## config.mk

```make
export PLATFORM = sky130hd
export DESIGN_NAME = masked_stereo_mix_gain_clamp_top
export DESIGN_NICKNAME = d
export VERILOG_FILES = /design/src/hw/rtl/msmgc_pkg.sv /design/src/hw/rtl/msmgc_mul.sv /design/src/hw/rtl/msmgc_ctrl.sv /design/src/hw/rtl/masked_stereo_mix_gain_clamp_top.sv
export SDC_FILE = /design/constraint.sdc
export NUM_CORES = 2
export LEC_CHECK = 0
export BUFFER_PORTS_ARGS = -buffer_cell sky130_fd_sc_hd__buf_4
export CAP_MARGIN = 20
export CORE_AREA = 2 2 260 262
export DETAILED_ROUTE_END_ITERATION = 10
export DIE_AREA = 0 0 262 264
export HOLD_SLACK_MARGIN = 0.03
export PLACE_DENSITY = 0.91
export RECOVER_POWER = 100
export SYNTH_ARGS = -nofsm -noshare
export SYNTH_HDL_FRONTEND = slang
export SYNTH_HIERARCHICAL = 1
export SYNTH_SLANG_ARGS = --single-unit
```

## constraint.sdc

```tcl
create_clock -name clk -period 10.3 [get_ports clk]
set_input_delay 0.515 -clock clk [delete_from_list [all_inputs] [get_ports clk]]
set_output_delay 0.515 -clock clk [all_outputs]
set_load 0.03 [all_outputs]
```

## src/hw/rtl/msmgc_pkg.sv

```systemverilog
// Package for the masked stereo mix block: widths, register indexes, controller
// states, the sequencer control bundle and the scaling and clamping functions.
// Depends on nothing; every other file of the block imports it.
package msmgc_pkg;

	localparam int SAMPLE_BITS = 24;
	localparam int PLANES      = 4;
	localparam int FRAC        = 16;
	localparam int SUM_W       = SAMPLE_BITS + $clog2(PLANES) + 1;
	localparam int GAIN_W      = 18;
	localparam int COEFF_W     = 17;
	localparam int DIFF_W      = GAIN_W + 1;
	localparam int MUL_A_W     = SUM_W;
	localparam int MUL_B_W     = GAIN_W + 1;
	localparam int PROD_W      = MUL_A_W + MUL_B_W;
	localparam int NGAIN_W     = GAIN_W + 3;
	localparam int CNT_W       = 32;
	localparam int CFG_IDX_W   = 2;
	localparam int CFG_W       = 18;

	localparam logic [GAIN_W-1:0]  GAIN_MAX   = 18'd131072;
	localparam logic [GAIN_W-1:0]  GAIN_RESET = 18'd32768;
	localparam logic [COEFF_W-1:0] COEFF_MAX  = 17'd65536;
	localparam logic [COEFF_W-1:0] COEFF_RESET = 17'd4226;
	localparam logic [PLANES-1:0]  LEFT_MASK_RESET  = 4'd5;
	localparam logic [PLANES-1:0]  RIGHT_MASK_RESET = 4'd10;

	typedef logic signed [SUM_W-1:0]   sum_t;
	typedef logic signed [DIFF_W-1:0]  diff_t;
	typedef logic signed [MUL_A_W-1:0] mul_a_t;
	typedef logic signed [MUL_B_W-1:0] mul_b_t;
	typedef logic signed [PROD_W-1:0]  prod_t;
	typedef logic signed [NGAIN_W-1:0] ngain_t;
	typedef logic [SAMPLE_BITS-1:0]    word_t;
	typedef logic [PLANES-1:0][SAMPLE_BITS-1:0] plane_vec_t;

	localparam prod_t  PROD_HI    = prod_t'((1 << (SAMPLE_BITS - 1)) - 1) <<< FRAC;
	localparam prod_t  PROD_LO    = -(prod_t'(1) <<< (SAMPLE_BITS - 1 + FRAC));
	localparam prod_t  PROD_ROUND = prod_t'((1 << FRAC) - 1);
	localparam ngain_t NGAIN_MAX  = ngain_t'(GAIN_MAX);
	localparam word_t  WORD_MAX   = word_t'((1 << (SAMPLE_BITS - 1)) - 1);
	localparam word_t  WORD_MIN   = word_t'(1 << (SAMPLE_BITS - 1));

	typedef enum logic [CFG_IDX_W-1:0] {
		REG_LEFT_MASK   = 2'd0,
		REG_RIGHT_MASK  = 2'd1,
		REG_TARGET_GAIN = 2'd2,
		REG_SMOOTH_COEF = 2'd3
	} cfg_reg_t;

	typedef enum logic [2:0] {
		ST_IDLE,
		ST_GAIN_MUL,
		ST_GAIN_UPD,
		ST_LEFT_MUL,
		ST_RIGHT_MUL,
		ST_RIGHT_POST
	} state_t;

	typedef enum logic [1:0] {
		MSEL_GAIN,
		MSEL_LEFT,
		MSEL_RIGHT
	} mul_sel_t;

	typedef struct packed {
		logic     mul_en;
		mul_sel_t mul_sel;
		logic     gain_upd;
		logic     left_post;
		logic     out_load;
	} ctrl_t;

	typedef struct packed {
		word_t word;
		logic  clip;
	} post_t;

	function automatic sum_t mask_sum(input plane_vec_t pl, input logic [PLANES-1:0] m);
		sum_t acc;
		acc = '0;
		for (int i = 0; i < PLANES; i++) begin
			if (m[i]) begin
				acc = acc + sum_t'($signed(pl[i]));
			end
		end
		return acc;
	endfunction

	// Truncates toward zero and clamps; a value strictly past a bound counts as a clip.
	function automatic post_t scale_post(input prod_t p);
		post_t r;
		prod_t t;
		t = p[PROD_W-1] ? (p + PROD_ROUND) : p;
		t = t >>> FRAC;
		r.clip = 1'b0;
		r.word = t[SAMPLE_BITS-1:0];
		if (p > PROD_HI) begin
			r.word = WORD_MAX;
			r.clip = 1'b1;
		end else if (p < PROD_LO) begin
			r.word = WORD_MIN;
			r.clip = 1'b1;
		end
		return r;
	endfunction

	function automatic logic [GAIN_W-1:0] gain_next(input logic [GAIN_W-1:0] g,
			input prod_t p);
		prod_t  s;
		ngain_t n;
		s = p >>> FRAC;
		n = ngain_t'({3'b000, g}) + s[NGAIN_W-1:0];
		if (n[NGAIN_W-1]) begin
			return '0;
		end else if (n > NGAIN_MAX) begin
			return GAIN_MAX;
		end
		return n[GAIN_W-1:0];
	endfunction

endpackage

```

## src/hw/rtl/msmgc_mul.sv

```systemverilog
// Shared signed multiplier with a registered product, used for the gain step
// and for both channel scalings. Depends on msmgc_pkg.
module msmgc_mul
	import msmgc_pkg::*;
(
	input  logic   clk,
	input  logic   en,
	input  mul_a_t a,
	input  mul_b_t b,
	output prod_t  p_s1
);

	always_ff @(posedge clk) begin
		if (en) begin
			p_s1 <= a * b;
		end
	end

endmodule

```

## src/hw/rtl/msmgc_ctrl.sv

```systemverilog
// Sequencer that steps one frame through the shared multiplier: optional gain
// step, left product, right product, then the output load. Depends on msmgc_pkg.
module msmgc_ctrl
	import msmgc_pkg::*;
(
	input  logic  clk,
	input  logic  arst_n,
	input  logic  in_valid,
	input  logic  block_start,
	input  logic  out_busy,
	output logic  in_ready,
	output ctrl_t ctrl
);

	state_t state_q;
	state_t state_nxt;

	always_ff @(posedge clk or negedge arst_n) begin
		if (!arst_n) begin
			state_q <= ST_IDLE;
		end else begin
			state_q <= state_nxt;
		end
	end

	always_comb begin
		state_nxt = state_q;
		case (state_q)
			ST_IDLE: begin
				if (in_valid) begin
					state_nxt = block_start ? ST_GAIN_MUL : ST_LEFT_MUL;
				end
			end
			ST_GAIN_MUL:  state_nxt = ST_GAIN_UPD;
			ST_GAIN_UPD:  state_nxt = ST_LEFT_MUL;
			ST_LEFT_MUL:  state_nxt = ST_RIGHT_MUL;
			ST_RIGHT_MUL: state_nxt = ST_RIGHT_POST;
			ST_RIGHT_POST: begin
				if (!out_busy) begin
					state_nxt = ST_IDLE;
				end
			end
			default: state_nxt = ST_IDLE;
		endcase
	end

	always_comb begin
		in_ready       = 1'b0;
		ctrl.mul_en    = 1'b0;
		ctrl.mul_sel   = MSEL_GAIN;
		ctrl.gain_upd  = 1'b0;
		ctrl.left_post = 1'b0;
		ctrl.out_load  = 1'b0;
		case (state_q)
			ST_IDLE: in_ready = 1'b1;
			ST_GAIN_MUL: begin
				ctrl.mul_en  = 1'b1;
				ctrl.mul_sel = MSEL_GAIN;
			end
			ST_GAIN_UPD: ctrl.gain_upd = 1'b1;
			ST_LEFT_MUL: begin
				ctrl.mul_en  = 1'b1;
				ctrl.mul_sel = MSEL_LEFT;
			end
			ST_RIGHT_MUL: begin
				ctrl.mul_en    = 1'b1;
				ctrl.mul_sel   = MSEL_RIGHT;
				ctrl.left_post = 1'b1;
			end
			ST_RIGHT_POST: ctrl.out_load = !out_busy;
			default: in_ready = 1'b0;
		endcase
	end

endmodule

```

## src/hw/rtl/masked_stereo_mix_gain_clamp_top.sv

```systemverilog
// Top level of the masked stereo mix with smoothed gain and clamping: register
// file, frame capture, datapath and output register. Depends on msmgc_pkg,
// msmgc_mul and msmgc_ctrl.
//
//  channel   handshake            payload
//  s_*       s_tvalid / s_tready  s_tdata (four planes), s_tuser (block_start)
//  m_*       m_tvalid / m_tready  m_tdata (left, right, clip total)
//  cfg_*     cfg_we               cfg_idx, cfg_data
//
// After its transfer a frame steps through the left product, the right product and
// the output load, with a gain product and gain update before them when block_start
// is set. Each product goes once through the single shared multiplier.
// The block takes a new frame only while the sequencer is idle.
// A finished result waits in the output register, and the sequencer holds in its
// last step while that register is still full and not being taken.
// Reset restores the register defaults, the start gain and a zero clip count.
module masked_stereo_mix_gain_clamp_top
	import msmgc_pkg::*;
(
	input  logic                 clk,
	input  logic                 arst_n,
	input  logic                 s_tvalid,
	output logic                 s_tready,
	input  logic [95:0]          s_tdata,   // plane_a, plane_b, plane_c, plane_d
	input  logic                 s_tuser,   // block_start
	output logic                 m_tvalid,
	input  logic                 m_tready,
	output logic [79:0]          m_tdata,   // left_word, right_word, clip_total
	input  logic                 cfg_we,
	input  logic [CFG_IDX_W-1:0] cfg_idx,
	input  logic [CFG_W-1:0]     cfg_data
);

	logic [PLANES-1:0]  left_mask_q;
	logic [PLANES-1:0]  right_mask_q;
	logic [GAIN_W-1:0]  target_q;
	logic [COEFF_W-1:0] coeff_q;
	logic [GAIN_W-1:0]  gain_q;
	logic [CNT_W-1:0]   clip_cnt_q;
	sum_t               sum_l_q;
	sum_t               sum_r_q;
	diff_t              diff_q;
	word_t              left_word_q;
	logic               left_clip_q;
	logic               out_valid_q;
	logic [79:0]        out_data_q;

	logic [GAIN_W-1:0]  target_sat;
	logic [COEFF_W-1:0] coeff_sat;
	logic               in_fire;
	logic               out_busy;
	ctrl_t              ctrl;
	mul_a_t             mul_a;
	mul_b_t             mul_b;
	prod_t              prod_s1;
	post_t              post;
	logic [CNT_W-1:0]   clip_cnt_nxt;
	plane_vec_t         planes;

	assign planes     = s_tdata;
	assign in_fire    = s_tvalid && s_tready;
	assign out_busy   = out_valid_q && !m_tready;
	assign target_sat = (target_q > GAIN_MAX) ? GAIN_MAX : target_q;
	assign coeff_sat  = (coeff_q > COEFF_MAX) ? COEFF_MAX : coeff_q;

	always_ff @(posedge clk or negedge arst_n) begin
		if (!arst_n) begin
			left_mask_q  <= LEFT_MASK_RESET;
			right_mask_q <= RIGHT_MASK_RESET;
			target_q     <= GAIN_RESET;
			coeff_q      <= COEFF_RESET;
		end else if (cfg_we) begin
			case (cfg_reg_t'(cfg_idx))
				REG_LEFT_MASK:   left_mask_q  <= cfg_data[PLANES-1:0];
				REG_RIGHT_MASK:  right_mask_q <= cfg_data[PLANES-1:0];
				REG_TARGET_GAIN: target_q     <= cfg_data[GAIN_W-1:0];
				REG_SMOOTH_COEF: coeff_q      <= cfg_data[COEFF_W-1:0];
				default: ;
			endcase
		end
	end

	msmgc_ctrl u_ctrl (
		.clk        (clk),
		.arst_n     (arst_n),
		.in_valid   (s_tvalid),
		.block_start(s_tuser),
		.out_busy   (out_busy),
		.in_ready   (s_tready),
		.ctrl       (ctrl)
	);

	always_ff @(posedge clk) begin
		if (in_fire) begin
			sum_l_q <= mask_sum(planes, left_mask_q);
			sum_r_q <= mask_sum(planes, right_mask_q);
			diff_q  <= diff_t'({1'b0, target_sat}) - diff_t'({1'b0, gain_q});
		end
	end

	always_comb begin
		case (ctrl.mul_sel)
			MSEL_GAIN: begin
				mul_a = mul_a_t'(diff_q);
				mul_b = mul_b_t'({2'b00, coeff_sat});
			end
			MSEL_LEFT: begin
				mul_a = sum_l_q;
				mul_b = mul_b_t'({1'b0, gain_q});
			end
			MSEL_RIGHT: begin
				mul_a = sum_r_q;
				mul_b = mul_b_t'({1'b0, gain_q});
			end
			default: begin
				mul_a = '0;
				mul_b = '0;
			end
		endcase
	end

	msmgc_mul u_mul (
		.clk (clk),
		.en  (ctrl.mul_en),
		.a   (mul_a),
		.b   (mul_b),
		.p_s1(prod_s1)
	);

	assign post         = scale_post(prod_s1);
	assign clip_cnt_nxt = clip_cnt_q + CNT_W'(left_clip_q) + CNT_W'(post.clip);

	always_ff @(posedge clk) begin
		if (ctrl.left_post) begin
			left_word_q <= post.word;
			left_clip_q <= post.clip;
		end
		if (ctrl.out_load) begin
			out_data_q <= {clip_cnt_nxt, post.word, left_word_q};
		end
	end

	always_ff @(posedge clk or negedge arst_n) begin
		if (!arst_n) begin
			gain_q      <= GAIN_RESET;
			clip_cnt_q  <= '0;
			out_valid_q <= 1'b0;
		end else begin
			if (ctrl.gain_upd) begin
				gain_q <= gain_next(gain_q, prod_s1);
			end
			if (ctrl.out_load) begin
				clip_cnt_q  <= clip_cnt_nxt;
				out_valid_q <= 1'b1;
			end else if (m_tready) begin
				out_valid_q <= 1'b0;
			end
		end
	end

	assign m_tvalid = out_valid_q;
	assign m_tdata  = out_data_q;

`ifndef SYNTHESIS
	a_gain_range: assert property (@(posedge clk) disable iff (!arst_n)
		gain_q <= GAIN_MAX)
		else $error("Current gain left its range.");

	a_busy_after_accept: assert property (@(posedge clk) disable iff (!arst_n)
		in_fire |=> !s_tready)
		else $error("A new frame was taken while one is in progress.");

	a_no_overwrite: assert property (@(posedge clk) disable iff (!arst_n)
		ctrl.out_load |-> !(out_valid_q && !m_tready))
		else $error("A pending result was overwritten.");

	a_clip_step: assert property (@(posedge clk) disable iff (!arst_n)
		ctrl.out_load |=> ((clip_cnt_q - $past(clip_cnt_q)) <= CNT_W'(2)))
		else $error("Clip count grew by more than two in one frame.");
`endif

endmodule

```

[Word-level counts from Yosys, hierarchy flattened]
Index checks and enable logic that the tools add are counted.
Operators by class
  mux-type cells: 38
  $add $sub $neg: 11
  magnitude comparators: 5
  bitwise logic cells: 0
  shifts and indexed selects: 0
  multiply operators: 1
  eq/ne operators: 12
  divide/modulo/power cells: 0
  reductions and logical operators: 14
Operators with widths (count)
  two-way mux 27 bit: 14
  adder 27 x 24 -> 27 bit: 6
  one-hot mux 27 bit (3 select lines): 1
  two-way mux 18 bit: 4
  adder 32 x 1 -> 32 bit: 2
  two-way mux 25 bit: 2
  greater-than comparator 46 x 40 -> 1 bit, second input constant: 1
  less-than comparator 46 x 40 -> 1 bit, second input constant: 1
  multiplier 27 x 19 -> 46 bit: 1
  adder 40 x 17 -> 40 bit, second input constant: 1
  two-way mux 40 bit: 1
  one-hot mux 18 bit (2 select lines): 1
  adder 19 x 21 -> 21 bit: 1
  greater-than comparator 21 x 19 -> 1 bit, second input constant: 1
  subtractor 18 x 18 -> 19 bit: 1
  greater-than comparator 18 bit, second input constant: 1
  one-hot mux 3 bit (6 select lines): 1
  greater-than comparator 17 bit, second input constant: 1
  two-way mux 17 bit: 1
  AND reduction 2 bit: 5
  two-way mux 1 bit: 9
  one-hot mux 3 bit (3 select lines): 1
  == test 2 bit, second input constant: 3
  == test 3 x 2 -> 1 bit, second input constant: 2
  other kinds (12): 19
Word-level totals
  RAM bits: 0
  word-level logic and storage cells: 96
  latch bits: 0
  flip-flop bits (word level): 321
  bits in read-only memories: 0
  output and inout port bits: 82
  memories kept: 0

[Longest topological paths before layout]
  word-level depth: 12
  depth in mapped cells: 40

[Modules after synthesis]
The synthesis kept the hierarchy.
By module, submodules not included
  masked_stereo_mix_gain_clamp_top: sequential area each 7708.6 sq um, cells an instance 2488, area an instance 22940.8 sq um, times used 1
  msmgc_mul: sequential area each 1381.3 sq um, cells an instance 2042, area an instance 19492.4 sq um, times used 1
  msmgc_ctrl: sequential area each 75.1 sq um, cells an instance 21, area an instance 200.2 sq um, times used 1

[Worst setup path before layout]
No wires, ideal clock.
  path type: register to register
  start point: register u_ctrl.state_q[1]
  end point: register u_mul.p_s1[44], data pin
  library setup time: 0.265 ns
  slack: 1.114 ns
  cell stages (with the launch flop): 33
  required time: 10.035 ns
  data arrival time: 8.921 ns
  path buffers: 5
  path through: dfrtp_1 -> nand2b_1 -> nor2_1 -> buf_4 -> inv_1 -> ha_1 -> clkbuf_1 -> clkbuf_1 -> a22oi_1 -> nor2_1 -> clkbuf_1 -> clkbuf_1 -> nand2_1 -> fa_1 -> inv_1 -> fa_1 -> inv_1 -> fa_1 -> inv_1 -> fa_1 -> fa_1 -> fa_1 -> ha_1 -> ha_1 -> a21oi_1 -> and2_1 -> nor3b_1 -> a21oi_1 -> a211oi_2 -> o31ai_2 -> a221oi_2 -> o211ai_1 -> xor2_1
RTL lines
  from (decl): RTL line msmgc_ctrl.sv:15  | state_t state_q;
  from (signal assigned): RTL line msmgc_ctrl.sv:22  | state_q <= state_nxt;
  to (signal assigned): RTL line msmgc_mul.sv:15  | p_s1 <= a * b;
  to (decl): RTL line msmgc_mul.sv:10  | output prod_t p_s1

[Worst setup path after layout]
  start point: register u_ctrl.state_q[2]
  end point: register u_mul.p_s1[44], data pin
RTL lines
  == test 3 bit (tied with other cells): RTL line msmgc_ctrl.sv:54  | case (state_q)
  one-hot mux 3 bit (3 select lines) *: RTL line msmgc_ctrl.sv:54
  == test 2 bit (tied with other cells): RTL line masked_stereo_mix_gain_clamp_top.sv:102  | case (ctrl.mul_sel)
  one-hot mux 27 bit (3 select lines) *: RTL line masked_stereo_mix_gain_clamp_top.sv:102
  net mul_a[12]: RTL line masked_stereo_mix_gain_clamp_top.sv:53  | mul_a_t mul_a;
  multiplier 27 x 19 -> 46 bit *: RTL line msmgc_mul.sv:15
Mark *: on every way through the listed nets, which the timed path passes. The rest lies on a longest branch.
A chain may end at the register's enable or synchronous reset.

==> results.md <==
* Setup repair after global routing missed its margin: false
* Primary FF master, synth: edfxtp_1
* Highest-delay cell along the critical path: ha_1
* GRT Util Overall at 34.8%
* Max-cap violation count at 9
* Number of buffers inserted during clock tree synthesis at 35
* Status: finished with violations
* Sequential share of the synthesized area at 21.5%
* Effective utilization at floorplan at 64.0%
* Post-cts sizing count at 0
* Cell count after placement at 5492
* Post-detailed-routing wire length at 119000 um
* Post-Synthesis Cells at 4551
* Number of synthesis warnings at 6
* Sum of net half-perimeters after detailed placement at 90000 um
* Minimum period implied by the final worst setup slack at 9.67 ns
* CTS tree: done
* Final count of negative-setup-slack endpoints at 0
* Die height at 264 um
* Final weighted congestion in routability-driven placement at 0.983
* Final instance area at 0.0458 mm^2
* Count of routing violations after the opening detailed-route iteration at 3457
* Number of detailed-routing iterations run before antenna repair at 11
* P&R area growth vs syn at 7.39%
* Type of the setup path with the least slack: reg2reg
* Row Count at 95
* Maximum clock insertion buffer count at 3
* Final Hold Violating Endpoints at 0
* Share of the cycle needed by the critical path after routing at 93.9%
* Classification of the worst-slack hold path: in2reg
* Final slew viol count at 481
* Area of the mapped netlist at 0.0426 mm^2
* Violations in the final reports: max-capacitance violations, max-slew violations
* Achievable Freq at 103 MHz
* Number of I/O pins at 204
* Wire length of the first global-routing pass at 190000 um
* Type of element capturing the critical path: register
* Arrival @ worst endpoint at 9.97 ns
* Hold slack final at 0.198 ns
* Number of levels the H-tree was split into at 2
* Maximum fanout count along the critical path at 27
* Average footprint of a synthesized cell at 9.37 um^2
* Nets at 5606
* Share of layout cells above drive strength 1 at 7.98%
* Vias in the first global route at 36700
* Port Buf Inserts at 203
* Final setup skew at 0.0183 ns
* Clk_lat worst skew at 0.56 ns
* Fraction of registers with async set/reset at 30.2%
* Remaining routing DRC violations at 0
* Largest net degree at the start of global routing at 74
* Antenna Nets Post-Route at 0
* Slew Limit Headroom at -173%
* Setup crit start kind: register
* Slew at the pin with the worst max-slew slack at 4.10 ns
* Total global routing overflow at 0
* DP Area at 0.0450 mm^2
* Die extent in x at 262 um
* Total Neg Setup Slack at 0 ns
* Yosys reg bits at 321
* CTS sink cnt at 321
* Wirelength per Cell at 21.3 um
* Clock edge transition at the registers on the reported setup and hold paths at 0.06 ns
* CTS Root Buffer Type: clkbuf_16
* Core outline area at 0.0666 mm^2
* Total number of vias at 35100
* Distinct cells, synth at 110
* Via density per instance at 6.31
* EDFF count, synth at 224
* Crit-path max cell delay at 0.83 ns
* Initial antenna violation count at 11
* CP required at 10.60 ns
* Most repeated library cell on the critical path: fa_1
* Die ar. at 0.0692 mm^2
* Final instance count without filler cells at 5569
==> critical path: cells and delay by family, from the launching register on <==
family,cells,cell delay (ns)
fa+ha+maj,9,4.32
simple gates,5,1.10
buf+inv,7,1.36
flops,1,0.54
compound gates,8,1.93
xor+xnor,1,0.15
==> logic make-up after synthesis <==
group,synth area share [%]
compound gates,13.0
xor+xnor,6.10
fa+ha+maj,33.3
buf+inv,7.23
flops,21.5
mux,3.36
other cells,0.00880
simple gates,15.5
==> registers in the layout, summed over array words and instances (netlist names), 19 cells and up <==
register and flops:
u_mul/p_s1 46, left_word_q 24, clip_cnt_q 32, sum_l_q 27, sum_r_q 27, m_tdata 80
diff_q 19
==> metal layers <==
metal	global-route usage, %	wire [um]	share of wire, %
met1	41.2	41900	35
met4	20.5	8410	7.1
met5	0	0	0
met3	8.04	12000	10
met2	57.6	56300	47
==> cell type report <==
type / instances / area (um^2)
clock inverters: 24 / 309
repair buffers: 266 / 1650
diodes: 12 / 30.0
multi-input cells: 3430 / 30400
clock buffers: 39 / 891
well taps: 873 / 1090
inverters: 604 / 2270
fillers: 4820 / 20800
flip-flops and latches: 321 / 9170
==> through the flow <==
step / worst slack (ns) / utilization (%)
after detailed placement: 1.21 / 67.6
final: 0.633 / 68.8
after floorplan: 1.11 / -
after CTS: 1.16 / 69.4
after global placement: 1.52 / 67.5
after global routing: 0.239 / 68.8
==> layout by cell type (no fill, tap or decap), drive strengths merged, types with 135 or more instances in the layout <==
master and instances:
clkbuf 135, nor2 225, nand2 483, xnor2 191, inv 607, o21ai 157, buf 169, and2 275
fa 512, ha 314, a21oi 233, edfxtp 224
==> repair_timing <==
item | CTS | global route
hold buffers | 1 | 0
endpoints found under the hold margin | 35 | 0
setup buffers | 0 | 0
==> path summary, 6_finish.rpt <==
kind | start | to | slack, ns | depth (start not counted)
hold / removal | cfg_data[12] | coeff_q[12]$_DFFE_PN1P_ | 0.20 | 2
setup reg to reg | u_ctrl/state_q[2]$_DFFE_PN0P_ | u_mul/p_s1[44]$_DFFE_PP_ | 0.63 | 30
max in group asynchronous | arst_n | gain_q[16]$_DFFE_PN0P_ | 5.31 | 3
setup / recovery | u_ctrl/state_q[2]$_DFFE_PN0P_ | u_mul/p_s1[44]$_DFFE_PP_ | 0.63 | 30
hold reg to reg | left_word_q[17]$_DFFE_PP_ | m_tdata[17]$_DFFE_PP_ | 0.42 | 0
min in group asynchronous | arst_n | clip_cnt_q[8]$_DFFE_PN0P_ | 1.10 | 2
==> Yosys cell counts (all sizes together) (16+ instances only) <==
cell	count	share of area, %
a222oi	18	0.42
clkbuf	172	1.5
nor2b	41	0.60
a22oi	29	0.51
a211oi	25	0.46
nor4	22	0.34
edfxtp	224	16
dfrtp	88	5.2
nand4	28	0.41
nand2b	50	0.73
mux2	108	2.9
o21ai	157	1.9
a31oi	31	0.47
o211ai	22	0.39
nand3	70	0.83
and2	275	4.0
nor2	225	2.0
a21oi	233	2.8
o22ai	27	0.40
nor3	45	0.54
xnor2	191	3.9
inv	604	5.3
and3	39	0.58
mux2i	21	0.49
a21o	82	1.4
nand2	483	4.3
o21a	42	0.74
ha	314	9.2
buf	31	0.39
xor2	106	2.2
fa	512	24
o21bai	16	0.28
Power is left out: the tool's default activity adds up to more than one toggle a clock period on the data nets, which glitch-free logic cannot reach.
